[config.mk]
export PLATFORM = sky130hd
export DESIGN_NAME = ps2_device_bringup_sequencer_unit
export DESIGN_NICKNAME = d
export VERILOG_FILES = /design/src/rtl/core/ps2db_pkg.sv /design/src/rtl/core/ps2_device_bringup_sequencer_unit.sv /design/src/rtl/core/ps2db_fifo.sv /design/src/rtl/core/ps2db_front.sv /design/src/rtl/core/ps2db_seq.sv
export SDC_FILE = /design/constraint.sdc
export NUM_CORES = 1
export LEC_CHECK = 0
export BUFFER_PORTS_ARGS = -buffer_cell sky130_fd_sc_hd__buf_4
export CORE_AREA = 2 2 203 225
export CTS_BUF_LIST = sky130_fd_sc_hd__clkbuf_4 sky130_fd_sc_hd__clkbuf_8
export DETAILED_ROUTE_END_ITERATION = 10
export DIE_AREA = 0 0 205 227
export RECOVER_POWER = 100
export SLEW_MARGIN = 20
export SYNTH_ARGS = -nofsm -noshare
export SYNTH_HDL_FRONTEND = slang
export SYNTH_SLANG_ARGS = --single-unit
[constraint.sdc]
create_clock -name clk -period 5.8 [get_ports clk]
set_input_delay 1.16 -clock clk [delete_from_list [all_inputs] [get_ports clk]]
set_output_delay 1.16 -clock clk [all_outputs]
set_load 0.02 [all_outputs]
[src/rtl/core/ps2db_pkg.sv]
// Package for the PS/2 device bring-up sequencer.
// Holds the item and result types, state codes, register indexes and command bytes.
// No dependencies.
package ps2db_pkg;

    localparam int MAX_TRIES_DEF = 3;
    localparam int FIFO_DEPTH_DEF = 2;

    localparam int CFG_INDEX_W = 3;
    localparam int CFG_DATA_W = 16;
    localparam int TRY_W = 2;

    // Configuration register indexes.
    localparam logic [CFG_INDEX_W-1:0] REG_CHANNEL0_OK = 3'd0;
    localparam logic [CFG_INDEX_W-1:0] REG_CHANNEL1_OK = 3'd1;
    localparam logic [CFG_INDEX_W-1:0] REG_TIMEOUT_TICKS = 3'd2;
    localparam logic [CFG_INDEX_W-1:0] REG_ACK_CODE = 3'd3;
    localparam logic [CFG_INDEX_W-1:0] REG_BAT_PASS_CODE = 3'd4;
    localparam logic [CFG_INDEX_W-1:0] REG_ID_ABSENT_CODE = 3'd5;
    localparam logic [CFG_INDEX_W-1:0] REG_NO_DEVICE_CODE = 3'd6;

    localparam logic [15:0] TIMEOUT_RESET = 16'd1;
    localparam logic [7:0] ACK_RESET = 8'hFA;
    localparam logic [7:0] BAT_PASS_RESET = 8'hAA;
    localparam logic [15:0] ID_ABSENT_RESET = 16'hFFFE;
    localparam logic [15:0] NO_DEVICE_ID = 16'hFFFF;

    localparam logic [7:0] CMD_RESET = 8'hFF;
    localparam logic [7:0] CMD_DISABLE_SCAN = 8'hF5;
    localparam logic [7:0] CMD_IDENTIFY = 8'hF2;

    typedef enum logic [1:0] {
        KIND_START_RESET = 2'd0,
        KIND_START_IDENT = 2'd1,
        KIND_RX_BYTE     = 2'd2,
        KIND_TICK        = 2'd3
    } kind_t;

    typedef enum logic [2:0] {
        ACT_ENABLE     = 3'd0,
        ACT_ROUTE      = 3'd1,
        ACT_SEND       = 3'd2,
        ACT_RESET_DONE = 3'd3,
        ACT_IDENT_DONE = 3'd4
    } action_t;

    typedef enum logic [2:0] {
        ST_OK       = 3'd0,
        ST_TIMEOUT  = 3'd1,
        ST_BAD_ACK  = 3'd2,
        ST_BAT_FAIL = 3'd3,
        ST_BUSY     = 3'd4
    } status_t;

    typedef enum logic [3:0] {
        PH_IDLE      = 4'd0,
        PH_RST_SEND  = 4'd1,
        PH_RST_ACK   = 4'd2,
        PH_RST_BAT   = 4'd3,
        PH_DIS_SEND  = 4'd4,
        PH_DIS_ACK   = 4'd5,
        PH_IDF_SEND  = 4'd6,
        PH_IDF_ACK   = 4'd7,
        PH_ID_FIRST  = 4'd8,
        PH_ID_SECOND = 4'd9
    } phase_t;

    // Classified input item as it travels from the front to the sequencer.
    typedef struct packed {
        kind_t      kind;
        logic       channel;
        logic       start_ok;
        logic [7:0] rx_byte;
        logic       is_ack;
        logic       is_bat_pass;
        logic       tx_busy;
    } item_t;

    typedef struct packed {
        logic [15:0] timeout_ticks;
        logic [15:0] id_absent_code;
    } seq_cfg_t;

    typedef struct packed {
        action_t     action;
        logic        out_channel;
        logic [7:0]  tx_byte;
        status_t     status;
        logic [15:0] device_id;
        logic        last;
    } result_t;

    function automatic result_t make_result(action_t act, logic ch, logic [7:0] tx,
                                            status_t st, logic [15:0] id);
        result_t r;
        r.action = act;
        r.out_channel = ch;
        r.tx_byte = tx;
        r.status = st;
        r.device_id = id;
        r.last = 1'b0;
        return r;
    endfunction

endpackage

[src/rtl/core/ps2_device_bringup_sequencer_unit.sv]
// Top level of the PS/2 device bring-up sequencer for two channels.
// Depends on ps2db_pkg, ps2db_front, ps2db_seq and ps2db_fifo.
//
//   Channel   Handshake         Payload
//   -------   ---------------   --------------------------------------------------
//   input     push / full       kind, channel, rx_byte, tx_busy
//   result    pop / empty       action, out_channel, tx_byte, status, device_id, last
//   config    cfg_write         cfg_index, cfg_data
//
// An item that causes two results is held in the sequencer until both are written, as
// the output queue has a single write port. An item's last result enters the result
// queue in the same cycle that the item is popped from the input queue.
// Reset clears the state, sets the configuration registers to their defaults and
// marks both stored device IDs as no device. A full result queue stalls the
// sequencer, which then backs up the input queue until full rises.
module ps2_device_bringup_sequencer_unit #(
    parameter int MAX_TRIES  = ps2db_pkg::MAX_TRIES_DEF,
    parameter int FIFO_DEPTH = ps2db_pkg::FIFO_DEPTH_DEF
) (
    input  logic                                 clk,
    input  logic                                 rst_n,
    input  logic                                 cfg_write,
    input  logic [ps2db_pkg::CFG_INDEX_W-1:0]    cfg_index,
    input  logic [ps2db_pkg::CFG_DATA_W-1:0]     cfg_data,
    input  logic                                 push,
    output logic                                 full,
    input  logic [1:0]                           kind,
    input  logic                                 channel,
    input  logic [7:0]                           rx_byte,
    input  logic                                 tx_busy,
    input  logic                                 pop,
    output logic                                 empty,
    output logic [2:0]                           action,
    output logic                                 out_channel,
    output logic [7:0]                           tx_byte,
    output logic [2:0]                           status,
    output logic [15:0]                          device_id,
    output logic                                 last
);
    import ps2db_pkg::*;

    seq_cfg_t seq_cfg;
    logic     item_valid;
    item_t    item;
    logic     item_pop;
    logic     res_full;
    logic     res_push;
    result_t  res_in;
    result_t  res_out;

    ps2db_front #(
        .FIFO_DEPTH (FIFO_DEPTH)
    ) u_front (
        .clk        (clk),
        .rst_n      (rst_n),
        .cfg_write  (cfg_write),
        .cfg_index  (cfg_index),
        .cfg_data   (cfg_data),
        .push       (push),
        .kind       (kind),
        .channel    (channel),
        .rx_byte    (rx_byte),
        .tx_busy    (tx_busy),
        .full       (full),
        .seq_cfg    (seq_cfg),
        .item_valid (item_valid),
        .item       (item),
        .item_pop   (item_pop)
    );

    ps2db_seq #(
        .MAX_TRIES (MAX_TRIES)
    ) u_seq (
        .clk        (clk),
        .rst_n      (rst_n),
        .seq_cfg    (seq_cfg),
        .item_valid (item_valid),
        .item       (item),
        .item_pop   (item_pop),
        .out_full   (res_full),
        .out_push   (res_push),
        .out_data   (res_in)
    );

    ps2db_fifo #(
        .WIDTH ($bits(result_t)),
        .DEPTH (FIFO_DEPTH)
    ) u_res_fifo (
        .clk       (clk),
        .rst_n     (rst_n),
        .push      (res_push),
        .push_data (res_in),
        .full      (res_full),
        .pop       (pop),
        .pop_data  (res_out),
        .empty     (empty)
    );

    assign action = res_out.action;
    assign out_channel = res_out.out_channel;
    assign tx_byte = res_out.tx_byte;
    assign status = res_out.status;
    assign device_id = res_out.device_id;
    assign last = res_out.last;

endmodule

[src/rtl/core/ps2db_fifo.sv]
// Small generic first-in first-out queue built from flip-flops.
// Used for the input side and the result side of the sequencer. No dependencies.
module ps2db_fifo #(
    parameter int WIDTH = 8,
    parameter int DEPTH = 2
) (
    input  logic             clk,
    input  logic             rst_n,
    input  logic             push,
    input  logic [WIDTH-1:0] push_data,
    output logic             full,
    input  logic             pop,
    output logic [WIDTH-1:0] pop_data,
    output logic             empty
);
    localparam int PTR_W = (DEPTH > 1) ? $clog2(DEPTH) : 1;
    localparam int CNT_W = $clog2(DEPTH + 1);

    logic [WIDTH-1:0] mem_reg [DEPTH];
    logic [PTR_W-1:0] wr_ptr_reg, wr_ptr_next;
    logic [PTR_W-1:0] rd_ptr_reg, rd_ptr_next;
    logic [CNT_W-1:0] count_reg, count_next;
    logic             do_push;
    logic             do_pop;

    assign full = (count_reg == CNT_W'(DEPTH));
    assign empty = (count_reg == '0);
    assign do_push = push && !full;
    assign do_pop = pop && !empty;
    assign pop_data = mem_reg[rd_ptr_reg];

    always_comb
    begin
        wr_ptr_next = wr_ptr_reg;
        rd_ptr_next = rd_ptr_reg;
        count_next = count_reg;
        if (do_push)
        begin
            wr_ptr_next = (wr_ptr_reg == PTR_W'(DEPTH - 1)) ? '0 : wr_ptr_reg + 1'b1;
        end
        if (do_pop)
        begin
            rd_ptr_next = (rd_ptr_reg == PTR_W'(DEPTH - 1)) ? '0 : rd_ptr_reg + 1'b1;
        end
        if (do_push && !do_pop)
        begin
            count_next = count_reg + 1'b1;
        end
        else if (do_pop && !do_push)
        begin
            count_next = count_reg - 1'b1;
        end
    end

    always_ff @(posedge clk or negedge rst_n)
    begin
        if (!rst_n)
        begin
            wr_ptr_reg <= '0;
            rd_ptr_reg <= '0;
            count_reg <= '0;
        end
        else
        begin
            wr_ptr_reg <= wr_ptr_next;
            rd_ptr_reg <= rd_ptr_next;
            count_reg <= count_next;
        end
    end

    always_ff @(posedge clk)
    begin
        if (do_push)
        begin
            mem_reg[wr_ptr_reg] <= push_data;
        end
    end

endmodule

[src/rtl/core/ps2db_front.sv]
// Front end: configuration registers, item classification and the input queue.
// Depends on ps2db_pkg and ps2db_fifo.
module ps2db_front #(
    parameter int FIFO_DEPTH = ps2db_pkg::FIFO_DEPTH_DEF
) (
    input  logic                                 clk,
    input  logic                                 rst_n,
    input  logic                                 cfg_write,
    input  logic [ps2db_pkg::CFG_INDEX_W-1:0]    cfg_index,
    input  logic [ps2db_pkg::CFG_DATA_W-1:0]     cfg_data,
    input  logic                                 push,
    input  logic [1:0]                           kind,
    input  logic                                 channel,
    input  logic [7:0]                           rx_byte,
    input  logic                                 tx_busy,
    output logic                                 full,
    output ps2db_pkg::seq_cfg_t                  seq_cfg,
    output logic                                 item_valid,
    output ps2db_pkg::item_t                     item,
    input  logic                                 item_pop
);
    import ps2db_pkg::*;

    logic        ch0_ok_reg;
    logic        ch1_ok_reg;
    logic [15:0] timeout_reg;
    logic [7:0]  ack_reg;
    logic [7:0]  bat_pass_reg;
    logic [15:0] id_absent_reg;
    item_t       item_in;
    logic        item_empty;

    // The no-device code only sets the stored IDs at reset, so a later write
    // to that index has no effect and needs no register.
    always_ff @(posedge clk or negedge rst_n)
    begin
        if (!rst_n)
        begin
            ch0_ok_reg <= 1'b0;
            ch1_ok_reg <= 1'b0;
            timeout_reg <= TIMEOUT_RESET;
            ack_reg <= ACK_RESET;
            bat_pass_reg <= BAT_PASS_RESET;
            id_absent_reg <= ID_ABSENT_RESET;
        end
        else if (cfg_write)
        begin
            case (cfg_index)
                REG_CHANNEL0_OK:    ch0_ok_reg <= cfg_data[0];
                REG_CHANNEL1_OK:    ch1_ok_reg <= cfg_data[0];
                REG_TIMEOUT_TICKS:  timeout_reg <= cfg_data;
                REG_ACK_CODE:       ack_reg <= cfg_data[7:0];
                REG_BAT_PASS_CODE:  bat_pass_reg <= cfg_data[7:0];
                REG_ID_ABSENT_CODE: id_absent_reg <= cfg_data;
                default:
                begin
                end
            endcase
        end
    end

    always_comb
    begin
        item_in.kind = kind_t'(kind);
        item_in.channel = channel;
        item_in.start_ok = channel ? ch1_ok_reg : ch0_ok_reg;
        item_in.rx_byte = rx_byte;
        item_in.is_ack = (rx_byte == ack_reg);
        item_in.is_bat_pass = (rx_byte == bat_pass_reg);
        item_in.tx_busy = tx_busy;
    end

    assign seq_cfg.timeout_ticks = timeout_reg;
    assign seq_cfg.id_absent_code = id_absent_reg;

    ps2db_fifo #(
        .WIDTH ($bits(item_t)),
        .DEPTH (FIFO_DEPTH)
    ) u_in_fifo (
        .clk       (clk),
        .rst_n     (rst_n),
        .push      (push),
        .push_data (item_in),
        .full      (full),
        .pop       (item_pop),
        .pop_data  (item),
        .empty     (item_empty)
    );

    assign item_valid = !item_empty;

endmodule

[src/rtl/core/ps2db_seq.sv]
// Back end: the bring-up state machine that turns classified items into results.
// Emits at most one result per cycle, none while the result queue is full. Depends on ps2db_pkg.
module ps2db_seq #(
    parameter int MAX_TRIES = ps2db_pkg::MAX_TRIES_DEF
) (
    input  logic                  clk,
    input  logic                  rst_n,
    input  ps2db_pkg::seq_cfg_t   seq_cfg,
    input  logic                  item_valid,
    input  ps2db_pkg::item_t      item,
    output logic                  item_pop,
    input  logic                  out_full,
    output logic                  out_push,
    output ps2db_pkg::result_t    out_data
);
    import ps2db_pkg::*;

    phase_t           phase_reg, phase_next;
    logic             op_reg, op_next;
    logic             chan_reg, chan_next;
    logic [TRY_W-1:0] try_reg, try_next;
    logic [15:0]      wait_reg, wait_next;
    logic [7:0]       id_low_reg, id_low_next;
    logic [15:0]      ids_reg [2];
    logic [15:0]      ids_next [2];
    logic             second_reg, second_next;

    result_t          res [2];
    logic [1:0]       n_res;
    logic [16:0]      wait_inc;
    logic             expired;
    logic             do_fail;
    status_t          fail_code;
    logic             do_begin;
    logic             do_finish;
    status_t          fin_status;

    always_comb
    begin
        phase_next = phase_reg;
        op_next = op_reg;
        chan_next = chan_reg;
        try_next = try_reg;
        wait_next = wait_reg;
        id_low_next = id_low_reg;
        ids_next = ids_reg;
        res[0] = '0;
        res[1] = '0;
        n_res = 2'd0;
        do_fail = 1'b0;
        fail_code = ST_OK;
        do_begin = 1'b0;
        do_finish = 1'b0;
        fin_status = ST_OK;
        wait_inc = {1'b0, wait_reg} + 17'd1;
        // A zero timeout expires on the first tick, the same as a timeout of one.
        expired = (wait_inc >= {1'b0, seq_cfg.timeout_ticks});

        if (item_valid)
        begin
            unique case (item.kind)
                KIND_START_RESET, KIND_START_IDENT:
                begin
                    if (phase_reg == PH_IDLE && item.start_ok)
                    begin
                        op_next = (item.kind == KIND_START_IDENT);
                        chan_next = item.channel;
                        try_next = '0;
                        if (item.kind == KIND_START_RESET)
                        begin
                            res[n_res[0]] = make_result(ACT_ENABLE, item.channel, 8'h00,
                                                        ST_OK, 16'h0000);
                            n_res = n_res + 2'd1;
                        end
                        do_begin = 1'b1;
                    end
                end
                KIND_RX_BYTE:
                begin
                    unique case (phase_reg)
                        PH_RST_ACK:
                        begin
                            if (item.is_ack)
                            begin
                                phase_next = PH_RST_BAT;
                                wait_next = '0;
                            end
                            else
                            begin
                                do_fail = 1'b1;
                                fail_code = ST_BAD_ACK;
                            end
                        end
                        PH_RST_BAT:
                        begin
                            if (item.is_bat_pass)
                            begin
                                do_finish = 1'b1;
                            end
                            else
                            begin
                                do_fail = 1'b1;
                                fail_code = ST_BAT_FAIL;
                            end
                        end
                        PH_DIS_ACK:
                        begin
                            if (item.is_ack)
                            begin
                                if (chan_reg)
                                begin
                                    res[n_res[0]] = make_result(ACT_ROUTE, chan_reg, 8'h00,
                                                                ST_OK, 16'h0000);
                                    n_res = n_res + 2'd1;
                                end
                                phase_next = PH_IDF_SEND;
                                wait_next = '0;
                            end
                            else
                            begin
                                do_fail = 1'b1;
                                fail_code = ST_BAD_ACK;
                            end
                        end
                        PH_IDF_ACK:
                        begin
                            if (item.is_ack)
                            begin
                                phase_next = PH_ID_FIRST;
                                wait_next = '0;
                            end
                            else
                            begin
                                do_fail = 1'b1;
                                fail_code = ST_BAD_ACK;
                            end
                        end
                        PH_ID_FIRST:
                        begin
                            id_low_next = item.rx_byte;
                            phase_next = PH_ID_SECOND;
                            wait_next = '0;
                        end
                        PH_ID_SECOND:
                        begin
                            ids_next[chan_reg] = {item.rx_byte, id_low_reg};
                            do_finish = 1'b1;
                        end
                        default:
                        begin
                        end
                    endcase
                end
                KIND_TICK:
                begin
                    unique case (phase_reg)
                        PH_RST_SEND, PH_DIS_SEND, PH_IDF_SEND:
                        begin
                            if (!item.tx_busy)
                            begin
                                unique case (phase_reg)
                                    PH_RST_SEND:
                                    begin
                                        res[n_res[0]] = make_result(ACT_SEND, chan_reg,
                                                                    CMD_RESET, ST_OK, 16'h0000);
                                        phase_next = PH_RST_ACK;
                                    end
                                    PH_DIS_SEND:
                                    begin
                                        res[n_res[0]] = make_result(ACT_SEND, chan_reg,
                                                                    CMD_DISABLE_SCAN, ST_OK,
                                                                    16'h0000);
                                        phase_next = PH_DIS_ACK;
                                    end
                                    default:
                                    begin
                                        res[n_res[0]] = make_result(ACT_SEND, chan_reg,
                                                                    CMD_IDENTIFY, ST_OK,
                                                                    16'h0000);
                                        phase_next = PH_IDF_ACK;
                                    end
                                endcase
                                n_res = n_res + 2'd1;
                                wait_next = '0;
                            end
                            else
                            begin
                                wait_next = wait_inc[15:0];
                                if (expired)
                                begin
                                    do_fail = 1'b1;
                                    fail_code = ST_BUSY;
                                end
                            end
                        end
                        PH_RST_ACK, PH_RST_BAT, PH_DIS_ACK, PH_IDF_ACK:
                        begin
                            wait_next = wait_inc[15:0];
                            if (expired)
                            begin
                                do_fail = 1'b1;
                                fail_code = ST_TIMEOUT;
                            end
                        end
                        PH_ID_FIRST:
                        begin
                            wait_next = wait_inc[15:0];
                            if (expired)
                            begin
                                ids_next[chan_reg] = seq_cfg.id_absent_code;
                                do_finish = 1'b1;
                            end
                        end
                        PH_ID_SECOND:
                        begin
                            wait_next = wait_inc[15:0];
                            if (expired)
                            begin
                                ids_next[chan_reg] = {8'h00, id_low_reg};
                                do_finish = 1'b1;
                            end
                        end
                        default:
                        begin
                        end
                    endcase
                end
            endcase
        end

        // A failed try either starts over or reports the failure when tries run out.
        if (do_fail)
        begin
            if ({1'b0, try_reg} + 3'd1 < 3'(MAX_TRIES))
            begin
                try_next = try_reg + 1'b1;
                do_begin = 1'b1;
            end
            else
            begin
                do_finish = 1'b1;
                fin_status = fail_code;
            end
        end

        if (do_begin)
        begin
            if (chan_next)
            begin
                res[n_res[0]] = make_result(ACT_ROUTE, chan_next, 8'h00, ST_OK, 16'h0000);
                n_res = n_res + 2'd1;
            end
            phase_next = op_next ? PH_DIS_SEND : PH_RST_SEND;
            wait_next = '0;
        end

        if (do_finish)
        begin
            phase_next = PH_IDLE;
            wait_next = '0;
            if (op_reg)
            begin
                res[n_res[0]] = make_result(ACT_IDENT_DONE, chan_reg, 8'h00, fin_status,
                                            ids_next[chan_reg]);
            end
            else
            begin
                res[n_res[0]] = make_result(ACT_RESET_DONE, chan_reg, 8'h00, fin_status,
                                            16'h0000);
            end
            n_res = n_res + 2'd1;
        end

        if (n_res == 2'd1)
        begin
            res[0].last = 1'b1;
        end
        else if (n_res == 2'd2)
        begin
            res[1].last = 1'b1;
        end
    end

    // An item with two results is held until both have gone out; the state is committed
    // only when its last result has gone out, so both results see the same state.
    assign out_push = item_valid && (n_res != 2'd0) && !out_full;
    assign out_data = second_reg ? res[1] : res[0];
    assign item_pop = item_valid &&
                      ((n_res == 2'd0) || (!out_full && ((n_res == 2'd1) || second_reg)));

    always_comb
    begin
        second_next = second_reg;
        if (item_valid && (n_res == 2'd2) && !out_full)
        begin
            second_next = !second_reg;
        end
    end

    always_ff @(posedge clk or negedge rst_n)
    begin
        if (!rst_n)
        begin
            phase_reg <= PH_IDLE;
            op_reg <= 1'b0;
            chan_reg <= 1'b0;
            try_reg <= '0;
            wait_reg <= '0;
            id_low_reg <= '0;
            ids_reg[0] <= NO_DEVICE_ID;
            ids_reg[1] <= NO_DEVICE_ID;
            second_reg <= 1'b0;
        end
        else
        begin
            second_reg <= second_next;
            if (item_pop)
            begin
                phase_reg <= phase_next;
                op_reg <= op_next;
                chan_reg <= chan_next;
                try_reg <= try_next;
                wait_reg <= wait_next;
                id_low_reg <= id_low_next;
                ids_reg <= ids_next;
            end
        end
    end

endmodule

# Word-level counts from Yosys, hierarchy flattened
# Memories as Yosys holds them, arrays and structs flattened.
# Cells that the tools add are included.
# op_classes
addsub	13
magnitude_cmp	8
mux	126
n_reduce_logical	54
n_bitwise	4
eq_ne	33
# op_table
operator	count
32-bit 2-to-1 mux	12
64-bit 2-to-1 mux	4
64-bit bitwise mux	3
16-bit 2-to-1 mux	9
32-bit case mux with 2 select lines	2
32-bit bitwise mux	3
16-bit case mux with 2 select lines	3
32-bit case mux with 3 select lines	1
32-bit demux with 1-bit select	2
24-bit case mux with 2 select lines	1
2-bit 2-to-1 mux	19
1-bit 2-to-1 mux	37
4-bit 2-to-1 mux	8
31-bit 2-to-1 mux	1
30-bit 2-to-1 mux	1
29-bit 2-to-1 mux	1
5-bit by 3-bit inequality test with 1-bit output, second input constant	5
3-bit case mux with 2 select lines	4
1-bit logical AND	18
3-bit 2-to-1 mux	6
16-bit by 1-bit adder with 17-bit output, second input constant	1
17-bit by 16-bit greater-or-equal comparator with 1-bit output	1
16-bit demux with 1-bit select	1
4-bit by 3-bit == test with 1-bit output, second input constant	4
other kinds (42)	91
# totals
output_inout_bits	34
elab_cells	261
in_bits	36
ramBits	94
regBits	123
n_memories	2
# memory_table
name	depth	word_bits	read_ports	rd_ports_with_merged_regs	wr	line	rtl
u_res_fifo.mem_reg	2	32	1	0	1	ps2db_fifo.sv:19	logic [WIDTH-1:0] mem_reg [DEPTH];
u_front.u_in_fifo.mem_reg	2	15	1	0	1	ps2db_fifo.sv:19	

# Logic depth before layout (Yosys ltp)
# depth
ltp_word	20
depth_mapped	21

# By module
# A second synthesis with hierarchy kept.
# hier_totals
cells_unflattened	982
hier_area_um2	11852.6
# modules_own_cells
module	n_inst	cells_per_inst	seq_area_each_um2	area_each_um2
ps2db_seq	1	662	1666.6	5654.2
ps2db_fifo at u_res_fifo	1	119	2021.9	2658.8
ps2db_front	1	135	1283.7	2208.4
ps2db_fifo at u_front.u_in_fifo	1	66	1001.0	1331.3

# Worst setup path before layout
# No wires, ideal clock.
# synth_path
kind	flip-flop to flip-flop
from	register u_seq.wait_reg[2]
to	memory u_res_fifo.mem_reg[0][0] (netlist name), enable pin
slack_ns	-0.438
setup_time_ns	0.484
t_arrival_ns	5.755
required_time_ns	5.316
n_path_buf	0
stages_incl_launch_ff	16
cell_sequence	dfrtp_1 > and3_1 > nand3_1 > nor2_1 > and3_1 > nand3_1 > xnor2_1 > ha_1 > nand4_1 > nor2_1 > a31oi_1 > nand3b_1 > o21ai_1 > and4b_1 > or2_2 > nor4_1
# synth_via
elab_chain_len	17
word_cells_on_any_way	22
# synth_lines
element	line	rtl
from (decl)	ps2db_seq.sv:22	logic [15:0] wait_reg, wait_next;
from (signal assigned)	ps2db_seq.sv:323	wait_reg <= wait_next;
16-bit by 1-bit adder with 17-bit output (*)	ps2db_seq.sv:55	wait_inc = {1'b0, wait_reg} + 17'd1;
17-bit by 16-bit greater-or-equal comparator with 1-bit output (*)	ps2db_seq.sv:57	expired = (wait_inc >= {1'b0, seq_cfg.timeout_ticks});
1-bit 2-to-1 mux (*)	n/a	
1-bit 2-to-1 mux	ps2db_seq.sv:159	if (!item.tx_busy)
1-bit case mux with 2 select lines	ps2db_seq.sv:156	unique case (phase_reg)
1-bit case mux with 2 select lines	ps2db_seq.sv:61	unique case (item.kind)
1-bit 2-to-1 mux	ps2db_seq.sv:59	if (item_valid)
1-bit 2-to-1 mux	ps2db_seq.sv:232	if (do_fail)
2-bit 2-to-1 mux	ps2db_seq.sv:246	if (do_begin)
2-bit by 1-bit adder with 2-bit output	ps2db_seq.sv:271	n_res = n_res + 2'd1;
2-bit 2-to-1 mux (*)	ps2db_seq.sv:257	if (do_finish)
2-bit nonzero test (*)	ps2db_seq.sv:286	assign out_push = item_valid && (n_res != 2'd0) && !out_full;
1-bit logical AND (*) (2 in a row)	ps2db_seq.sv:286	
1-bit logical AND (*)	ps2db_fifo.sv:28	assign do_push = push && !full;
1-bit 2-to-1 mux (*)	ps2db_fifo.sv:73	if (do_push)
1-bit 2-to-1 mux (implied by the code) (*)	ps2db_fifo.sv:75	mem_reg[wr_ptr_reg] <= push_data;
to (decl)	ps2db_fifo.sv:19	
# Every way passes the cells marked *; elsewhere a longest branch is shown, timed or not.

# Worst setup path in the final report
# layout_path
from	register u_front.u_in_fifo.rd_ptr_reg
to	register u_seq.phase_reg[2]
# layout_via
elab_chain_len	17
word_cells_on_any_way	64
# layout_lines
element	line	rtl
from (decl)	ps2db_fifo.sv:21	logic [PTR_W-1:0] rd_ptr_reg, rd_ptr_next;
from (signal assigned)	ps2db_fifo.sv:66	rd_ptr_reg <= rd_ptr_next;
memory 2 x 15 bit (*)	n/a	
2-bit logical NOT	ps2db_seq.sv:61, ps2db_seq.sv:69	
1-bit 2-to-1 mux	ps2db_seq.sv:69	if (item.kind == KIND_START_RESET)
2-bit 2-to-1 mux	ps2db_seq.sv:64	if (phase_reg == PH_IDLE && item.start_ok)
2-bit case mux with 3 select lines	ps2db_seq.sv:61	
2-bit 2-to-1 mux	ps2db_seq.sv:59	
2-bit by 1-bit adder with 2-bit output	ps2db_seq.sv:251	n_res = n_res + 2'd1;
2-bit 2-to-1 mux	ps2db_seq.sv:248	if (chan_next)
2-bit 2-to-1 mux	ps2db_seq.sv:246	
2-bit by 1-bit adder with 2-bit output	ps2db_seq.sv:271	
2-bit 2-to-1 mux	ps2db_seq.sv:257	
2-bit by 1-bit == test with 1-bit output	ps2db_seq.sv:289	((n_res == 2'd0) || (!out_full && ((n_res == 2'd1) || second_reg)));
1-bit logical OR	ps2db_seq.sv:289	
1-bit logical AND	ps2db_seq.sv:289	
1-bit logical OR	ps2db_seq.sv:289	
1-bit logical AND	ps2db_seq.sv:288	assign item_pop = item_valid &&
9-bit AND reduction (no line)	n/a	
to (signal assigned)	ps2db_seq.sv:319	phase_reg <= phase_next;
to (decl)	ps2db_seq.sv:18	phase_t phase_reg, phase_next;
# Every way passes the cells marked *; elsewhere a longest branch is shown, timed or not. The select of a mux whose other input is x is not followed.
# A chain may end at the register's enable or synchronous reset.

==> flow_metrics.tcl <==
set metrics [dict create \
    status "finished with violations" \
    violations "max-capacitance violations, max-slew violations" \
    max_freq_mhz 193 \
    synth_seq_cells 209 \
    grt_max_degree 53 \
    post-route-period-util 0.895 \
    detail-route-antenna-nets 0 \
    hold_violations 0 \
    post_cts_buffers 0 \
    num_vias 8044 \
    cpPeakStageDelay_ps 1050 \
    crit_top_cell "a21boi_0" \
    grt_pass1_wl_um 45600 \
    seq_power_share 0.378 \
    max-slew-margin-rel -1.06 \
    synthCells 954 \
    grt_usage 0.126 \
    synthSimpleGateAreaFrac 0.126 \
    wl_um 29500 \
    p_int_mw 3.79 \
    syn_to_final_growth_pct 16.8 \
    p_sw_frac 0.374 \
    ios 70 \
    async_flop_share 0.589 \
    cp_slowest_cell "a21boi_0" \
    fin_skew_ps 17.2 \
    die_w_um 205 \
    worstHoldStart "u_res_fifo.rd_ptr_reg" \
    clkTransAtPathRegs_ps 70 \
    synth_top_flop_cell "edfxtp_1" \
    fin_nets 1090 \
    rsz0062_at_grt "no" \
    place.gp.congestion 0.880 \
    synth-edff-count 86 \
    post-place-ws_ps 884 \
    grt-ovfl-total 0 \
    cts_buffers 36 \
    yosys_warnings 0 \
    syn_avg_cell_area_um2 11.4 \
    drive_above_1_share 0.263 \
    combPwrFrac 0.379 \
    synth_xor_area_frac 0.0337 \
    worst_ep_arrival_time_ps 5600 \
    path_class "flop to flop" \
    io_buffers 69 \
    synth_top_family_by_area "compound AO/OA/AOI/OAI gates" \
    reg2reg_slack_ps 610 \
    synth-adder-area-share 0.0229 \
    start_util 0.247 \
    syn_nets 1010 \
    worst_setup_path_start_kind "flop" \
    hp-class "flop to flop" \
    setup_tns_ps 0 \
    min_to "u_res_fifo.rd_ptr_reg" \
    drt_iter0_drc 680 \
    p_per_area_nw_per_um2 475 \
    grt_pass1_vias 8012 \
    layout_common_cells "mux2_2 (86), edfxtp_1 (86), nor2_1 (72)" \
    avgRoutedWirePerCell_um 18.0 \
    wirelength_met1_um 13000 \
    worstRegToRegCells 12 \
    antenna_found_initial 3 \
    fin_crit_ps 5190 \
    cp.required_ps 6210 \
    holdPathStages 1 \
    p_clk_frac 0.244 \
    drv_cap 3 \
    die_height_um 227 \
    drt_first_pass_iters 7 \
    largest_reg_flops 56 \
    drc 0 \
    core_um2 44200 \
    synth-compound-area-share 0.141 \
    p_leak_nw 4.71 \
    avgViaCountPerCell 4.90 \
    crit_path_max_fanout 24 \
    vdd_ir_drop_max_mv 0.170 \
    cts.repair.resized 0 \
    ctsLongestPathBuffers 3 \
    dpl.hpwl_um 21300 \
    switchingPower_mw 2.26 \
    maxSlewViolCount 116 \
    synth_cell_types 82 \
    fillers 4663 \
    reg2reg_from "u_front.u_in_fifo.rd_ptr_reg" \
    tightest_slew_ps 3090 \
    r2r_end "u_seq.phase_reg[2]" \
    synthMuxAreaShare 0.122 \
    num_rows 81 \
    clock_tree.root_cell "clkbuf_8" \
    ys_seq_area_frac 0.525 \
    met2_length_um 14000 \
    netlist_area_um2 10900 \
    highest_layer "met5" \
    cts_tree "built" \
    clk_latency_ps 540 \
    ctsHoldBuffers 0 \
    die_area_um2 46500 \
    cp-end-kind "flop" \
    met3WireLength_um 1660 \
    layout_setup_ws_ps 608 \
    cts_max_level 2 \
    setup_violations 0 \
    worstPathCellList "nor2b_1 > a21boi_0 > nor3_1 > o21bai_2 > nand2_1 > ha_1 > nor2_1 > o21ai_1 > and4bb_1 > or3_1 > a21boi_0 > mux2_4" \
    clkSinkCount 209 \
]
-- critical path: cells and delay by family, from the launching register on --
family                     cells  cell delay, ps
adders and majority gates      1             370
muxes                          1             350
DFF                            1             930
and+or+nand+nor                6            1310
AOI/OAI and AO/OA              4            2100
-- cells by family (layout without fill, tap and decap cells) --
family / after synthesis / count (layout)
flops: 209 / 209
other cells: 0 / 1
buf+inv: 76 / 183
fa+ha+maj: 20 / 20
simple gates: 270 / 270
compound gates: 219 / 219
mux: 118 / 118
xor+xnor: 42 / 42
-- power groups by stage --
stage | Sequential [mW] | Combinational (mW) | Clock (mW)
2_1_floorplan | 2.16 | 1.75 | 0
3_3_place_gp | 2.29 | 2.34 | 0
3_5_place_dp | 2.30 | 2.37 | 0
4_1_cts | 2.28 | 2.38 | 1.52
5_1_grt | 2.33 | 2.51 | 1.58
6_report | 2.29 | 2.29 | 1.47
-- layer usage --
| metal | GRT usage | up-vias |
|---|---|---|
| met5 | 0 | - |
| met4 | 0.0466 | 4 |
| met3 | 0.0263 | 65 |
| met2 | 0.210 | 266 |
| met1 | 0.162 | 3950 |
| li1 | - | 3759 |
-- cell usage after synthesis (4+ instances only) --
| cell | instances | share of area |
|---|---|---|
| clkbuf_1 | 29 | 0.010 |
| o31ai_1 | 9 | 0.0062 |
| dfrtp_1 | 65 | 0.15 |
| and4_1 | 5 | 0.0040 |
| inv_1 | 27 | 0.0093 |
| ha_1 | 20 | 0.023 |
| o21ai_0 | 53 | 0.024 |
| xnor2_1 | 30 | 0.024 |
| a31oi_1 | 6 | 0.0034 |
| nor2b_1 | 8 | 0.0046 |
| nor3_1 | 12 | 0.0055 |
| and3_1 | 9 | 0.0052 |
| a21boi_0 | 4 | 0.0027 |
| a311oi_1 | 7 | 0.0056 |
| a222oi_1 | 7 | 0.0064 |
| nand3_1 | 27 | 0.012 |
| a21oi_1 | 27 | 0.012 |
| or3_1 | 4 | 0.0023 |
| mux2i_1 | 12 | 0.011 |
| mux2_2 | 102 | 0.11 |
| o21ai_1 | 4 | 0.0018 |
| edfxtp_1 | 86 | 0.24 |
| o211ai_1 | 8 | 0.0055 |
| nand2_1 | 66 | 0.023 |
| and2_1 | 10 | 0.0057 |
| a221oi_1 | 18 | 0.014 |
| nand4b_1 | 5 | 0.0040 |
| o22ai_1 | 23 | 0.013 |
| nor2_1 | 72 | 0.025 |
| dfstp_2 | 58 | 0.14 |
| a21o_1 | 5 | 0.0034 |
| nand2b_1 | 16 | 0.0092 |
| a211oi_1 | 7 | 0.0048 |
| buf_4 | 6 | 0.0041 |
| xor2_1 | 12 | 0.0096 |
| nand4_1 | 13 | 0.0074 |
| a22oi_1 | 4 | 0.0027 |
| o2bb2ai_1 | 4 | 0.0032 |
| buf_2 | 10 | 0.0046 |
-- worst max-delay path by stage --
stage | from | endpoint | slack [ps] | cells past startpoint
floorplan | u_seq.wait_reg[2] | u_res_fifo.mem_reg[0][0] | 720 | 15
global placement | u_seq.wait_reg[0] | u_front.u_in_fifo.count_reg[1] | 1060 | 20
detailed placement | u_seq.wait_reg[0] | u_front.u_in_fifo.count_reg[1] | 880 | 20
CTS | u_seq.wait_reg[0] | u_front.u_in_fifo.count_reg[1] | 850 | 20
global route | u_front.u_in_fifo.rd_ptr_reg | u_res_fifo.mem_reg[1][14] | 220 | 13
finish | u_front.u_in_fifo.rd_ptr_reg | u_seq.phase_reg[2] | 610 | 12
-- area by class of cell --
cell class                      instances  area, um2  share of cell area
Timing Repair Buffer                   90        531              0.0416
Inverter                               28        105             0.00824
Tap cell                              581        727              0.0570
Clock buffer                           54        668              0.0524
Multi-Input combinational cell        669       4860               0.381
Sequential cell                       209       5730               0.449
Antenna cell                            1       2.50            0.000196
Clock inverter                         11        133              0.0104
-- through the flow --
stage / std cells / util / power, mW / hold slack [ps] / cell area [um2]
2_1_floorplan: 954 / - / 3.91 / 461 / 10900
3_3_place_gp: 1577 / 0.275 / 4.63 / 464 / 12100
3_5_place_dp: 1577 / 0.275 / 4.67 / 465 / 12100
4_1_cts: 1642 / 0.293 / 6.17 / 477 / 12900
5_1_grt: 1642 / 0.289 / 6.42 / 490 / 12800
6_report: 1643 / 0.289 / 6.06 / 471 / 12800
Power figures use the tool's default switching activity.
